`src/rtl/sbbs_pkg.sv`:
```
// shared types, constants and codes of the size bucketed budget selector
// no dependencies; imported by every module of the block
package sbbs_pkg;

   localparam int NUM_CLASSES = 50;
   localparam int POOL_DEPTH  = 64;

   localparam int POOL_W  = $clog2(POOL_DEPTH);
   localparam int SCAN_W  = POOL_W + 1;
   localparam int CLS_W   = 6;
   localparam int CNT_W   = 7;
   localparam int CIDX_W  = (NUM_CLASSES > 1) ? $clog2(NUM_CLASSES) : 1;

   localparam int CMDQ_DEPTH = 2;
   localparam int CMDQ_W     = $clog2(CMDQ_DEPTH);
   localparam int RSPQ_DEPTH = 4;
   localparam int RSPQ_W     = $clog2(RSPQ_DEPTH);

   localparam logic [5:0]  MAX_SIZE_RST   = 6'd50;
   localparam logic [15:0] COST_LIMIT_RST = 16'd10000;

   localparam logic REG_MAX_SIZE   = 1'b0;
   localparam logic REG_COST_LIMIT = 1'b1;

   typedef enum logic [2:0] {
      OP_ADD    = 3'd0,
      OP_SELECT = 3'd1,
      OP_TAKE   = 3'd2,
      OP_DRAIN  = 3'd3,
      OP_CNTALL = 3'd4,
      OP_CNTCLS = 3'd5,
      OP_CLEAR  = 3'd6,
      OP_NOP    = 3'd7
   } op_type;

   typedef struct packed {
      logic [2:0]  opcode;
      logic [5:0]  item_size;
      logic [31:0] handle;
      logic [15:0] budget;
   } req_type;

   typedef struct packed {
      logic [31:0] out_handle;
      logic        handle_valid;
      logic        accepted;
      logic [15:0] used;
      logic [6:0]  count;
      logic        last;
   } rsp_type;

   typedef struct packed {
      op_type           op;
      logic [5:0]       item_size;
      logic [CLS_W-1:0] cls;
      logic             size_nz;
      logic             size_in_range;
      logic [31:0]      handle;
      logic [15:0]      budget;
   } cmd_type;

   typedef struct packed {
      logic [5:0]  max_size;
      logic [15:0] cost_limit;
   } cfg_type;

   typedef struct packed {
      logic [31:0]      handle;
      logic [CLS_W-1:0] cls;
      logic [15:0]      stamp;
   } entry_type;

endpackage

```
`src/rtl/sbbs_front.sv`:
```
// front end: accepts requests, classifies them and queues them for the engine
// depends on sbbs_pkg
module sbbs_front
   import sbbs_pkg::*;
(
   input  logic    clock,
   input  logic    reset,
   input  logic    push,
   output logic    full,
   input  req_type req,
   output logic    empty,
   input  logic    pop,
   output cmd_type cmd
);

   cmd_type             q_ff [CMDQ_DEPTH];
   logic [CMDQ_W-1:0]   wr_ff, wr_in, rd_ff, rd_in;
   logic [CMDQ_W:0]     num_ff, num_in;
   cmd_type             cls_cmd;
   logic                do_push, do_pop;

   always_comb begin
      cls_cmd.op            = op_type'(req.opcode);
      cls_cmd.item_size     = req.item_size;
      cls_cmd.cls           = req.item_size - 6'd1;
      cls_cmd.size_nz       = |req.item_size;
      cls_cmd.size_in_range = {1'b0, req.item_size} <= 7'(NUM_CLASSES);
      cls_cmd.handle        = req.handle;
      cls_cmd.budget        = req.budget;
   end

   assign full    = num_ff == (CMDQ_W+1)'(CMDQ_DEPTH);
   assign empty   = num_ff == '0;
   assign do_push = push && !full;
   assign do_pop  = pop && !empty;
   assign cmd     = q_ff[rd_ff];

   always_comb begin
      wr_in  = wr_ff;
      rd_in  = rd_ff;
      num_in = num_ff;
      if (do_push) begin
         wr_in = (wr_ff == CMDQ_W'(CMDQ_DEPTH-1)) ? '0 : wr_ff + 1'b1;
      end
      if (do_pop) begin
         rd_in = (rd_ff == CMDQ_W'(CMDQ_DEPTH-1)) ? '0 : rd_ff + 1'b1;
      end
      if (do_push && !do_pop) begin
         num_in = num_ff + 1'b1;
      end else if (do_pop && !do_push) begin
         num_in = num_ff - 1'b1;
      end
   end

   always_ff @(posedge clock) begin
      if (reset) begin
         wr_ff  <= '0;
         rd_ff  <= '0;
         num_ff <= '0;
      end else begin
         wr_ff  <= wr_in;
         rd_ff  <= rd_in;
         num_ff <= num_in;
      end
   end

   always_ff @(posedge clock) begin
      if (do_push) begin
         q_ff[wr_ff] <= cls_cmd;
      end
   end

endmodule

```
`src/rtl/sbbs_rsp_fifo.sv`:
```
// result queue between the engine and the result ports
// depends on sbbs_pkg
module sbbs_rsp_fifo
   import sbbs_pkg::*;
(
   input  logic    clock,
   input  logic    reset,
   input  logic    push,
   output logic    full,
   input  rsp_type din,
   output logic    empty,
   input  logic    pop,
   output rsp_type dout
);

   rsp_type           q_ff [RSPQ_DEPTH];
   logic [RSPQ_W-1:0] wr_ff, wr_in, rd_ff, rd_in;
   logic [RSPQ_W:0]   num_ff, num_in;
   logic              do_push, do_pop;

   assign full    = num_ff == (RSPQ_W+1)'(RSPQ_DEPTH);
   assign empty   = num_ff == '0;
   assign do_push = push && !full;
   assign do_pop  = pop && !empty;
   assign dout    = q_ff[rd_ff];

   always_comb begin
      wr_in  = wr_ff;
      rd_in  = rd_ff;
      num_in = num_ff;
      if (do_push) begin
         wr_in = (wr_ff == RSPQ_W'(RSPQ_DEPTH-1)) ? '0 : wr_ff + 1'b1;
      end
      if (do_pop) begin
         rd_in = (rd_ff == RSPQ_W'(RSPQ_DEPTH-1)) ? '0 : rd_ff + 1'b1;
      end
      if (do_push && !do_pop) begin
         num_in = num_ff + 1'b1;
      end else if (do_pop && !do_push) begin
         num_in = num_ff - 1'b1;
      end
   end

   always_ff @(posedge clock) begin
      if (reset) begin
         wr_ff  <= '0;
         rd_ff  <= '0;
         num_ff <= '0;
      end else begin
         wr_ff  <= wr_in;
         rd_ff  <= rd_in;
         num_ff <= num_in;
      end
   end

   always_ff @(posedge clock) begin
      if (do_push) begin
         q_ff[wr_ff] <= din;
      end
   end

endmodule

```
`src/rtl/sbbs_engine.sv`:
```
// back end: pool memory, class counts and the sequencer that carries out requests
// depends on sbbs_pkg
module sbbs_engine
   import sbbs_pkg::*;
(
   input  logic    clock,
   input  logic    reset,
   input  cfg_type cfg,
   input  logic    cmd_empty,
   input  cmd_type cmd,
   output logic    cmd_pop,
   input  logic    res_full,
   output logic    res_push,
   output rsp_type res
);

   typedef enum logic [10:0] {
      ST_IDLE  = 11'b00000000001,
      ST_CRD   = 11'b00000000010,
      ST_CCHK  = 11'b00000000100,
      ST_FREE  = 11'b00000001000,
      ST_SNEXT = 11'b00000010000,
      ST_DNEXT = 11'b00000100000,
      ST_SCAN  = 11'b00001000000,
      ST_PDONE = 11'b00010000000,
      ST_END   = 11'b00100000000,
      ST_TNEXT = 11'b01000000000,
      ST_WAIT  = 11'b10000000000
   } state_type;

   entry_type             ent_mem [POOL_DEPTH];
   entry_type             ent_q;
   logic                  ent_we, ent_re;
   logic [POOL_W-1:0]     ent_waddr, ent_raddr;
   entry_type             ent_wdata;

   logic [CNT_W-1:0]      cnt_mem [NUM_CLASSES];
   logic [CNT_W-1:0]      cnt_q, cnt_rd, cnt_wdata;
   logic                  cnt_we, cnt_re, cnt_vq_ff;
   logic [CIDX_W-1:0]     c_idx;

   state_type             st_ff, st_in;
   cmd_type               cmd_ff, cmd_in;
   logic [CLS_W:0]        c_ff, c_in;
   logic [CNT_W-1:0]      rem_ff, rem_in;
   logic                  partial_ff, partial_in;
   logic [15:0]           used_ff, used_in, left_ff, left_in;
   logic [SCAN_W-1:0]     sc_ff, sc_in;
   logic                  rvld_ff, rvld_in;
   logic [POOL_W-1:0]     ridx_ff, ridx_in;
   logic                  clr_ff, clr_in;
   logic                  found_ff, found_in;
   logic [POOL_W-1:0]     best_ff, best_in;
   logic [15:0]           bage_ff, bage_in;
   logic [31:0]           bhnd_ff, bhnd_in;
   rsp_type               hold_ff, hold_in, res_ff, res_in;
   logic                  hold_vld_ff, hold_vld_in;
   logic [POOL_DEPTH-1:0] valid_ff, valid_in;
   logic [NUM_CLASSES-1:0] cvld_ff, cvld_in;
   logic [CNT_W-1:0]      total_ff, total_in;
   logic [15:0]           arr_ff, arr_in;

   logic [CLS_W:0]        lim, s_cur;
   logic [13:0]           add_prod, sel_prod;
   logic                  add_ok;
   logic [15:0]           age;
   logic                  issue;

   assign c_idx  = c_ff[CIDX_W-1:0];
   assign cnt_rd = cnt_vq_ff ? cnt_q : '0;
   assign lim    = ({1'b0, cfg.max_size} < (CLS_W+1)'(NUM_CLASSES)) ?
                   {1'b0, cfg.max_size} : (CLS_W+1)'(NUM_CLASSES);
   assign s_cur  = c_ff + 1'b1;
   assign add_prod = (14'(cnt_rd) + 14'd1) * 14'(cmd_ff.item_size);
   assign sel_prod = 14'(s_cur) * 14'(cnt_rd);
   assign add_ok = cmd_ff.size_nz && ({1'b0, cmd_ff.item_size} <= lim) &&
                   (total_ff < CNT_W'(POOL_DEPTH)) && ({2'b0, add_prod} < cfg.cost_limit);
   assign age    = arr_ff - ent_q.stamp;
   assign issue  = sc_ff < SCAN_W'(POOL_DEPTH);

   always_comb begin
      st_in       = st_ff;
      cmd_in      = cmd_ff;
      c_in        = c_ff;
      rem_in      = rem_ff;
      partial_in  = partial_ff;
      used_in     = used_ff;
      left_in     = left_ff;
      sc_in       = sc_ff;
      rvld_in     = 1'b0;
      ridx_in     = ridx_ff;
      clr_in      = clr_ff;
      found_in    = found_ff;
      best_in     = best_ff;
      bage_in     = bage_ff;
      bhnd_in     = bhnd_ff;
      hold_in     = hold_ff;
      hold_vld_in = hold_vld_ff;
      res_in      = res_ff;
      valid_in    = valid_ff;
      cvld_in     = cvld_ff;
      total_in    = total_ff;
      arr_in      = arr_ff;
      cmd_pop     = 1'b0;
      res_push    = 1'b0;
      res         = res_ff;
      ent_we      = 1'b0;
      ent_re      = 1'b0;
      ent_waddr   = sc_ff[POOL_W-1:0];
      ent_raddr   = sc_ff[POOL_W-1:0];
      ent_wdata   = '{handle: cmd_ff.handle, cls: cmd_ff.cls, stamp: arr_ff};
      cnt_we      = 1'b0;
      cnt_re      = 1'b0;
      cnt_wdata   = rem_ff + 1'b1;

      unique case (st_ff)
         ST_IDLE: begin
            if (!cmd_empty) begin
               cmd_pop = 1'b1;
               cmd_in  = cmd;
               res_in  = '0;
               used_in = '0;
               left_in = cmd.budget;
               c_in    = '0;
               case (cmd.op)
                  OP_ADD: begin
                     c_in  = {1'b0, cmd.cls};
                     st_in = ST_CRD;
                  end
                  OP_SELECT: begin
                     st_in = (lim == '0) ? ST_END : ST_CRD;
                  end
                  OP_TAKE, OP_DRAIN: begin
                     st_in = ST_CRD;
                  end
                  OP_CNTALL: begin
                     res_in.count = total_ff;
                     st_in        = ST_END;
                  end
                  OP_CNTCLS: begin
                     c_in  = {1'b0, cmd.cls};
                     st_in = (cmd.size_nz && cmd.size_in_range) ? ST_CRD : ST_END;
                  end
                  OP_CLEAR: begin
                     if (cmd.size_nz) begin
                        for (int i = 0; i < NUM_CLASSES; i++) begin
                           if ((CLS_W+1)'(i) >= {1'b0, cmd.cls}) begin
                              cvld_in[i] = 1'b0;
                           end
                        end
                        res_in.accepted = 1'b1;
                        clr_in          = 1'b1;
                        sc_in           = '0;
                        st_in           = ST_SCAN;
                     end else begin
                        st_in = ST_END;
                     end
                  end
                  default: begin
                     st_in = ST_END;
                  end
               endcase
            end
         end

         ST_CRD: begin
            cnt_re = 1'b1;
            st_in  = ST_CCHK;
         end

         ST_CCHK: begin
            rem_in = cnt_rd;
            case (cmd_ff.op)
               OP_ADD: begin
                  sc_in = '0;
                  st_in = add_ok ? ST_FREE : ST_END;
               end
               OP_SELECT: begin
                  partial_in = left_ff < {2'b0, sel_prod};
                  st_in      = (left_ff < 16'(s_cur)) ? ST_END : ST_SNEXT;
               end
               OP_TAKE: begin
                  st_in = ST_TNEXT;
               end
               OP_DRAIN: begin
                  st_in = ST_DNEXT;
               end
               default: begin
                  res_in.count = cnt_rd;
                  st_in        = ST_END;
               end
            endcase
         end

         ST_FREE: begin
            if (!valid_ff[sc_ff[POOL_W-1:0]]) begin
               ent_we          = 1'b1;
               cnt_we          = 1'b1;
               valid_in[sc_ff[POOL_W-1:0]] = 1'b1;
               cvld_in[c_idx]  = 1'b1;
               arr_in          = arr_ff + 16'd1;
               total_in        = total_ff + 1'b1;
               res_in.accepted = 1'b1;
               st_in           = ST_END;
            end else begin
               sc_in = sc_ff + 1'b1;
            end
         end

         ST_SNEXT: begin
            if (rem_ff != '0 && left_ff >= 16'(s_cur)) begin
               clr_in   = 1'b0;
               found_in = 1'b0;
               sc_in    = '0;
               st_in    = ST_SCAN;
            end else if (partial_ff || s_cur >= lim) begin
               st_in = ST_END;
            end else begin
               c_in  = s_cur;
               st_in = ST_CRD;
            end
         end

         ST_TNEXT: begin
            if (rem_ff != '0) begin
               clr_in   = 1'b0;
               found_in = 1'b0;
               sc_in    = '0;
               st_in    = ST_SCAN;
            end else if (s_cur >= (CLS_W+1)'(NUM_CLASSES)) begin
               st_in = ST_END;
            end else begin
               c_in  = s_cur;
               st_in = ST_CRD;
            end
         end

         ST_DNEXT: begin
            if (rem_ff != '0) begin
               clr_in   = 1'b0;
               found_in = 1'b0;
               sc_in    = '0;
               st_in    = ST_SCAN;
            end else if (s_cur >= (CLS_W+1)'(NUM_CLASSES)) begin
               st_in = ST_END;
            end else begin
               c_in  = s_cur;
               st_in = ST_CRD;
            end
         end

         ST_SCAN: begin
            // read one entry a cycle, judge it the cycle after
            if (issue) begin
               ent_re  = 1'b1;
               sc_in   = sc_ff + 1'b1;
               rvld_in = 1'b1;
               ridx_in = sc_ff[POOL_W-1:0];
            end
            if (rvld_ff && valid_ff[ridx_ff]) begin
               if (clr_ff) begin
                  if (ent_q.cls >= cmd_ff.cls) begin
                     valid_in[ridx_ff] = 1'b0;
                     total_in          = total_in - 1'b1;
                  end
               end else if (ent_q.cls == c_ff[CLS_W-1:0] &&
                            (!found_ff || age > bage_ff)) begin
                  found_in = 1'b1;
                  best_in  = ridx_ff;
                  bage_in  = age;
                  bhnd_in  = ent_q.handle;
               end
            end
            if (!issue && !rvld_ff) begin
               st_in = clr_ff ? ST_END : ST_PDONE;
            end
         end

         ST_PDONE: begin
            if (!(hold_vld_ff && res_full)) begin
               if (hold_vld_ff) begin
                  res      = hold_ff;
                  res_push = 1'b1;
               end
               if (found_ff) begin
                  valid_in[best_ff] = 1'b0;
                  total_in          = total_ff - 1'b1;
               end
               cnt_we      = 1'b1;
               cnt_wdata   = rem_ff - 1'b1;
               rem_in      = rem_ff - 1'b1;
               hold_in     = '0;
               hold_in.out_handle   = bhnd_ff;
               hold_in.handle_valid = 1'b1;
               hold_vld_in = 1'b1;
               case (cmd_ff.op)
                  OP_SELECT: begin
                     used_in      = used_ff + 16'(s_cur);
                     left_in      = left_ff - 16'(s_cur);
                     hold_in.used = used_ff + 16'(s_cur);
                     st_in        = ST_SNEXT;
                  end
                  OP_DRAIN: begin
                     st_in = ST_DNEXT;
                  end
                  default: begin
                     st_in = ST_END;
                  end
               endcase
            end
         end

         ST_END: begin
            if (!res_full) begin
               res         = hold_vld_ff ? hold_ff : res_in;
               res.last    = 1'b1;
               res_push    = 1'b1;
               hold_vld_in = 1'b0;
               st_in       = ST_WAIT;
            end
         end

         ST_WAIT: begin
            st_in = ST_IDLE;
         end

         default: begin
            st_in = ST_IDLE;
         end
      endcase
   end

   always_ff @(posedge clock) begin
      if (ent_we) begin
         ent_mem[ent_waddr] <= ent_wdata;
      end
      if (ent_re) begin
         ent_q <= ent_mem[ent_raddr];
      end
   end

   always_ff @(posedge clock) begin
      if (cnt_we) begin
         cnt_mem[c_idx] <= cnt_wdata;
      end
      if (cnt_re) begin
         cnt_q     <= cnt_mem[c_idx];
         cnt_vq_ff <= cvld_ff[c_idx];
      end
   end

   always_ff @(posedge clock) begin
      if (reset) begin
         st_ff       <= ST_IDLE;
         hold_vld_ff <= 1'b0;
         rvld_ff     <= 1'b0;
         valid_ff    <= '0;
         cvld_ff     <= '0;
         total_ff    <= '0;
         arr_ff      <= '0;
      end else begin
         st_ff       <= st_in;
         hold_vld_ff <= hold_vld_in;
         rvld_ff     <= rvld_in;
         valid_ff    <= valid_in;
         cvld_ff     <= cvld_in;
         total_ff    <= total_in;
         arr_ff      <= arr_in;
      end
   end

   always_ff @(posedge clock) begin
      cmd_ff     <= cmd_in;
      c_ff       <= c_in;
      rem_ff     <= rem_in;
      partial_ff <= partial_in;
      used_ff    <= used_in;
      left_ff    <= left_in;
      sc_ff      <= sc_in;
      ridx_ff    <= ridx_in;
      clr_ff     <= clr_in;
      found_ff   <= found_in;
      best_ff    <= best_in;
      bage_ff    <= bage_in;
      bhnd_ff    <= bhnd_in;
      hold_ff    <= hold_in;
      res_ff     <= res_in;
   end

endmodule

```
`src/rtl/size_bucketed_budget_selector.sv`:
```
// top level of the size bucketed budget selector: register port and the
// front queue, engine and result queue; depends on sbbs_pkg and the sbbs_ modules
//
// Holds up to 64 handles in one pool, filed in first-in first-out classes
// by size. Requests go in through a queue-style push/full port and results
// come out through an empty/pop port; a two-deep request queue and a
// four-deep result queue let both sides stall on their own. Requests are
// carried out one at a time. Every removal of a handle scans the whole pool
// through the single entry memory read port, one entry a cycle; an add
// steps through the pool entries looking for a free one, and a clear scans
// the whole pool. A select visits the size classes in turn up to the size
// limit, and a drain visits every size class, through the class count
// memory, plus one pool scan per handle it removes. No clearing pass is
// needed after reset.
module size_bucketed_budget_selector
   import sbbs_pkg::*;
(
   input  logic        clock,
   input  logic        reset,
   // request side
   input  logic        req_push,
   output logic        req_full,
   input  req_type     req_data,
   // result side
   output logic        rsp_empty,
   input  logic        rsp_pop,
   output rsp_type     rsp_data,
   // register port
   input  logic        csr_psel,
   input  logic        csr_penable,
   input  logic        csr_pwrite,
   input  logic [2:0]  csr_paddr,
   input  logic [31:0] csr_pwdata,
   output logic [31:0] csr_prdata,
   output logic        csr_pready
);

   cfg_type cfg_ff, cfg_in;
   logic    csr_wr;
   logic    cmd_empty, cmd_pop;
   cmd_type cmd;
   logic    res_full, res_push;
   rsp_type res;

   // register file: max_size at 0, cost_limit at 4
   assign csr_pready = 1'b1;
   assign csr_wr     = csr_psel && csr_penable && csr_pwrite && csr_pready;

   always_comb begin
      cfg_in = cfg_ff;
      if (csr_wr) begin
         unique case (csr_paddr[2])
            REG_MAX_SIZE:   cfg_in.max_size   = csr_pwdata[5:0];
            REG_COST_LIMIT: cfg_in.cost_limit = csr_pwdata[15:0];
            default:        cfg_in = cfg_ff;
         endcase
      end
   end

   // low address bits only select a byte lane, so reads decode bit 2 alone
   assign csr_prdata = (csr_paddr[2] == REG_COST_LIMIT) ? {16'b0, cfg_ff.cost_limit} :
                       {26'b0, cfg_ff.max_size} | {29'b0, csr_paddr[1:0] & 2'b00, 1'b0};

   always_ff @(posedge clock) begin
      if (reset) begin
         cfg_ff.max_size   <= MAX_SIZE_RST;
         cfg_ff.cost_limit <= COST_LIMIT_RST;
      end else begin
         cfg_ff <= cfg_in;
      end
   end

   // front: request queue with size classification
   sbbs_front u_front (
      .clock (clock),
      .reset (reset),
      .push  (req_push),
      .full  (req_full),
      .req   (req_data),
      .empty (cmd_empty),
      .pop   (cmd_pop),
      .cmd   (cmd)
   );

   // back: pool, class counts and sequencer
   sbbs_engine u_engine (
      .clock     (clock),
      .reset     (reset),
      .cfg       (cfg_ff),
      .cmd_empty (cmd_empty),
      .cmd       (cmd),
      .cmd_pop   (cmd_pop),
      .res_full  (res_full),
      .res_push  (res_push),
      .res       (res)
   );

   // results wait here until taken
   sbbs_rsp_fifo u_rsp_fifo (
      .clock (clock),
      .reset (reset),
      .push  (res_push),
      .full  (res_full),
      .din   (res),
      .empty (rsp_empty),
      .pop   (rsp_pop),
      .dout  (rsp_data)
   );

endmodule

```
`config.mk`:
```
export PLATFORM = sky130hd
export DESIGN_NAME = size_bucketed_budget_selector
export DESIGN_NICKNAME = d
export VERILOG_FILES = /design/src/rtl/sbbs_pkg.sv /design/src/rtl/sbbs_front.sv /design/src/rtl/sbbs_rsp_fifo.sv /design/src/rtl/sbbs_engine.sv /design/src/rtl/size_bucketed_budget_selector.sv
export SDC_FILE = /design/constraint.sdc
export NUM_CORES = 2
export LEC_CHECK = 0
export BUFFER_PORTS_ARGS = -buffer_cell sky130_fd_sc_hd__buf_2
export CAP_MARGIN = 30
export CELL_PAD_IN_SITES_DETAIL_PLACEMENT = 1
export CELL_PAD_IN_SITES_GLOBAL_PLACEMENT = 1
export CORE_UTILIZATION = 59
export CTS_BUF_LIST = sky130_fd_sc_hd__clkbuf_4 sky130_fd_sc_hd__clkbuf_8 sky130_fd_sc_hd__clkbuf_16
export CTS_CLUSTER_DIAMETER = 120
export DETAILED_ROUTE_END_ITERATION = 10
export PLACE_DENSITY_LB_ADDON = 0.05
export SYNTH_ARGS = -nofsm -noshare
export SYNTH_HDL_FRONTEND = slang
export SYNTH_HIERARCHICAL = 1
export SYNTH_MEMORY_MAX_BITS = 65536
export SYNTH_SLANG_ARGS = --single-unit
export TNS_END_PERCENT = 30
```
`constraint.sdc`:
```
create_clock -name clock -period 11.3 [get_ports clock]
set_clock_uncertainty 0.2 [all_clocks]
set_input_delay 0.565 -clock clock [delete_from_list [all_inputs] [get_ports clock]]
set_output_delay 0.565 -clock clock [all_outputs]
set_load 0.1 [all_outputs]
```
==> reports/qor_table.md <==
| Step | Result | Reported |
|:---|:---|:---|
| status | Status | complete, no violations |
| synthesis | Synthesized instance count | 10334 |
| cts | Worst skew pair latency | 1.00 ns |
| final layout | Commonest non-fill, non-tap cell in the layout | sky130_fd_sc_hd__edfxtp_1 |
| synthesis | Seq cells post-synth | 4636 |
| synthesis | Number of distinct library cell variants in the gate-level netlist after synthesis | 87 |
| global route | Met2 demand-to-capacity share in global routing | 63.9% |
| synthesis | Area share of the largest cell type after synthesis | 75.4% |
| cts | Clock tree from TritonCTS | built |
| worst setup path | Reg2reg start | u_engine/cnt_vq_ff |
| synthesis | Flip-flop cell with the highest count after synthesis | sky130_fd_sc_hd__edfxtp_1 |
| worst setup path | Critical Path Sink Type | register |
| cts | Clock transition at the register clock pins on the worst setup and hold paths after CTS | 0.06 ns |
| final layout | Area growth, synth to finish | 12.9% |
| flow run | Number of max-cap violations | 0 |
| final layout | Most frequent cells in the layout | 4450 x sky130_fd_sc_hd__edfxtp_1, 1398 x sky130_fd_sc_hd__a22oi_1, 457 x sky130_fd_sc_hd__clkbuf_16, 300 x sky130_fd_sc_hd__a221oi_1, 286 x sky130_fd_sc_hd__buf_4 |
| route | Starting DRT DRC Count | 18013 |
| sta | Number of failing setup endpoints in the final timing report | 0 |
| floorplan | Core Region | 298000 um^2 |
| final layout | Final nets | 11034 |
| global route | Most Crowded Layer GR | met2 |
| sta | Final setup TNS | 0 ns |
| synthesis | Cell type with the largest total area after synthesis | sky130_fd_sc_hd__edfxtp_1 |
| cts | Number of H-tree branching levels | 5 |
| synthesis | Yosys warnings | 6 |
| global route | Number of antenna violations at the first check in global routing | 26 |
| route | Detailed-route wire length per cell | 40.5 um |
| cts | Clock Sink Count | 4636 |
| sta | Final critical delay including setup and external delays | 8.05 ns |
| global route | Number of global-route vias before repair | 113838 |
| worst setup path | Cell seen most often among critical-path stages | sky130_fd_sc_hd__a21oi_1 |
| worst setup path | Sort of element at the start of the critical path | register |
| cts | Clock root buffer | sky130_fd_sc_hd__clkbuf_16 |
| sta | Tightest Pin Transition | 1.17 ns |
| sta | Minimum setup slack in the final design | 3.25 ns |
| worst setup path | Required time at the worst-slack endpoint | 11.99 ns |
| floorplan | Num rows | 200 |
| sta | Maximum clock frequency | 124 MHz |
| pwr | Maximum ir drop on the vdd rail | 0.227 mV |
| synthesis | Leading cell types by total area after synthesis | sky130_fd_sc_hd__edfxtp_1 75%, sky130_fd_sc_hd__a22oi_1 5.9%, sky130_fd_sc_hd__dfxtp_1 2.1% |
| sta | Final Hold Violating Endpoints | 0 |
| placed design | Quantity of I/O buffers inserted on ports | 156 |
| worst setup path | Maximum fanout along the worst path | 31 |
| global route | Pin count of the biggest net entering global routing | 139 |
| worst setup path | Internal reg-to-reg setup slack | 3.25 ns |
| route | Count of unresolved DRC violations after routing | 0 |
| min path | Worst Hold Class | in2reg |
| synthesis | Synthesized area per cell | 17.1 um^2 |
| global route | Met3 layer usage reported by global route | 8.04% |
| pwr | Design Power | 48.4 mW |
| floorplan | Total I/O pin count | 192 |
| global route | Total grt overflow | 0 |
| synthesis | FFs w/ async S/R, synth | 0% |
| placed design | Final weighted congestion of routability-driven global placement | 0.894 |
| worst setup path | Worst setup endpoint | u_engine/st_ff[8] |
| global route | Overall routing resource usage | 39.9% |
| final layout | Post-layout instance area | 200000 um^2 |
| cts | Clock buffer count from CTS | 451 |
| route | Total Routed Length | 609000 um |
| worst setup path | Capture instance of the worst register-to-register path | u_engine/st_ff[8] |
| placed design | DP Wirelength | 331000 um |
| route | Number of nets still failing antenna checks after routing | 0 |
| sta | Unrepaired setup endpoints after global routing | false |
| pwr | Leakage component of the power | 62.9 nW |
| worst setup path | Arr. time, crit path | 8.75 ns |
| floorplan | Die Wd | 550 um |
| floorplan | Vertical die dimension | 550 um |
| route | Number of iterations in the first detailed-routing pass | 6 |
| synthesis | Seq/Total Area, Yosys | 77.5% |
| worst setup path | Worst-case reg-to-reg path depth | 30 |
| worst setup path | Slowest cell on crit path | sky130_fd_sc_hd__o31ai_1 |
| floorplan | Die Area | 302000 um^2 |
| sta | Post-route fraction of the period consumed by the critical path | 71.3% |
| global route | Met1 track demand over resource in global routing | 52.8% |
| synthesis | Netlist Area Pre-Place | 177000 um^2 |
| final layout | Fill cell count | 24935 |
| placed design | Placed cell areas | 184000 um^2 |
| sta | Worst max-slew margin expressed relative to the limit | 22.0% |
| global route | Wire length of the first global-routing pass | 848000 um |
| floorplan | Starting density of the core | 59.5% |
| worst setup path | Crit Path Category | reg2reg |
| cts | Max clock buf depth | 4 |
| route | Via count | 111403 |
| worst setup path | Critical Path Start | u_engine/cnt_vq_ff |
| pwr | Power per unit of standard cell area | 242 nW/um^2 |
| route | Via density per instance | 7.40 |
| placed design | Worst slack, placed | 3.16 ns |
| synthesis | Number of enable-type register cells in the synthesized netlist | 4450 |
| final layout | Layout cells sized above 1 | 13.6% |
| cts | Resized Gates After CTS | 0 |
| worst setup path | Largest stage delay on the critical path | 0.72 ns |
| sta | Final Slew Violations | 0 |
| final layout | Post-layout utilization of the core | 67.2% |
-- state kept, by name (all words and copies together) (netlist names), 22 cells and up, named ones only --
signal	cells
u_engine/ent_mem	3456
u_engine/cnt_mem	350
u_rsp_fifo/q_ff	232
u_front/q_ff	130
u_engine/valid_ff	64
u_engine/ent_q	54
u_engine/cvld_ff	50
u_engine/cmd_ff	48
u_engine/hold_ff	48
u_engine/bhnd_ff	32
cfg_ff	22
-- power breakdown --
group	switching (mW)	internal [mW]
sequential	0.313	20.5
combinational	9.21	3.16
clock	6.61	8.59
total	16.1	32.3
-- stage by stage --
stage | instances | hold WS [ns]
6_report | 15050 | 0.0984
5_1_grt | 15039 | 0.111
4_1_cts | 15012 | 0.0626
3_5_place_dp | 14091 | 0.206
3_3_place_gp | 14061 | 0.202
2_1_floorplan | 10349 | 0.200
-- worst min path at each step --
stage	slack [ns]	cells after the start	end	start
after detailed placement	0.21	0	u_engine/hold_ff[36]	u_engine/bhnd_ff[10]
final	0.1	2	u_front/q_ff[0][23]	req_data[23]
after floorplan	0.20	0	u_engine/bhnd_ff[0]	u_engine/ent_q[22]
after global routing	0.11	2	u_front/q_ff[1][25]	req_data[25]
after CTS	0.06	2	u_front/q_ff[0][23]	req_data[23]
after global placement	0.20	0	u_engine/bhnd_ff[13]	u_engine/ent_q[35]
-- cell type report --
type	instances	area [um^2]	area share, %
multi-input combinational	4851	37000	18.5
tap	3939	4930	2.46
timing repair buffer	592	5130	2.56
sequential	4636	137000	68.7
clock inverter	286	2730	1.36
inverter	184	694	0.347
antenna	17	42.5	0.0213
clock buffer	545	12100	6.05
-- critical path, delay by kind of cell, from the launching register on --
family                   cells  cell delay [ns]
AO/OA/AOI/OAI               14             2.69
adder cells (fa/ha/maj)      6             2.34
AND/OR/NAND/NOR              5             0.97
buffers and inverters        3             0.80
XOR/XNOR                     2             0.63
flip-flops                   1             0.32
-- cells by family after synthesis --
| group | synth area share, % |
|---|---|
| flops | 77.5 |
| compound gates | 12.8 |
| simple gates | 3.78 |
| buf+inv | 1.98 |
| fa+ha+maj | 1.78 |
| mux | 1.60 |
| xor+xnor | 0.569 |
| other cells | 0.00424 |
-- what timing repair did --
action,4_1_cts,5_1_grt
buffers inserted,0,0
setup endpoints to repair,0,0
endpoints found under the hold margin,162,0
hold buffers,90,0
-- layer usage --
layer	routed length [um]	part of all wire, %
met5	48	0.0079
met4	33100	5.4
met3	75500	12
met2	286000	47
met1	215000	35
-- Yosys cell counts (53+ instances only) --
library cell	instances
sky130_fd_sc_hd__o21ai_0	121
sky130_fd_sc_hd__and2_1	106
sky130_fd_sc_hd__clkbuf_1	475
sky130_fd_sc_hd__nand4_1	106
sky130_fd_sc_hd__nand3_1	125
sky130_fd_sc_hd__xnor2_1	61
sky130_fd_sc_hd__xor2_1	54
sky130_fd_sc_hd__a41oi_1	162
sky130_fd_sc_hd__nor2b_1	53
sky130_fd_sc_hd__mux4_2	62
sky130_fd_sc_hd__buf_1	144
sky130_fd_sc_hd__a221o_1	65
sky130_fd_sc_hd__nor4_1	103
sky130_fd_sc_hd__nor2_1	319
sky130_fd_sc_hd__nand2_1	233
sky130_fd_sc_hd__a221oi_1	300
sky130_fd_sc_hd__a22oi_1	1398
sky130_fd_sc_hd__inv_1	180
sky130_fd_sc_hd__a31oi_1	244
sky130_fd_sc_hd__a22o_1	279
sky130_fd_sc_hd__o211ai_1	89
sky130_fd_sc_hd__edfxtp_1	4450
sky130_fd_sc_hd__ha_1	165
sky130_fd_sc_hd__mux2_2	75
sky130_fd_sc_hd__dfxtp_1	186
sky130_fd_sc_hd__fa_1	54
sky130_fd_sc_hd__a21oi_1	229
(Power assumes the default switching activity.)
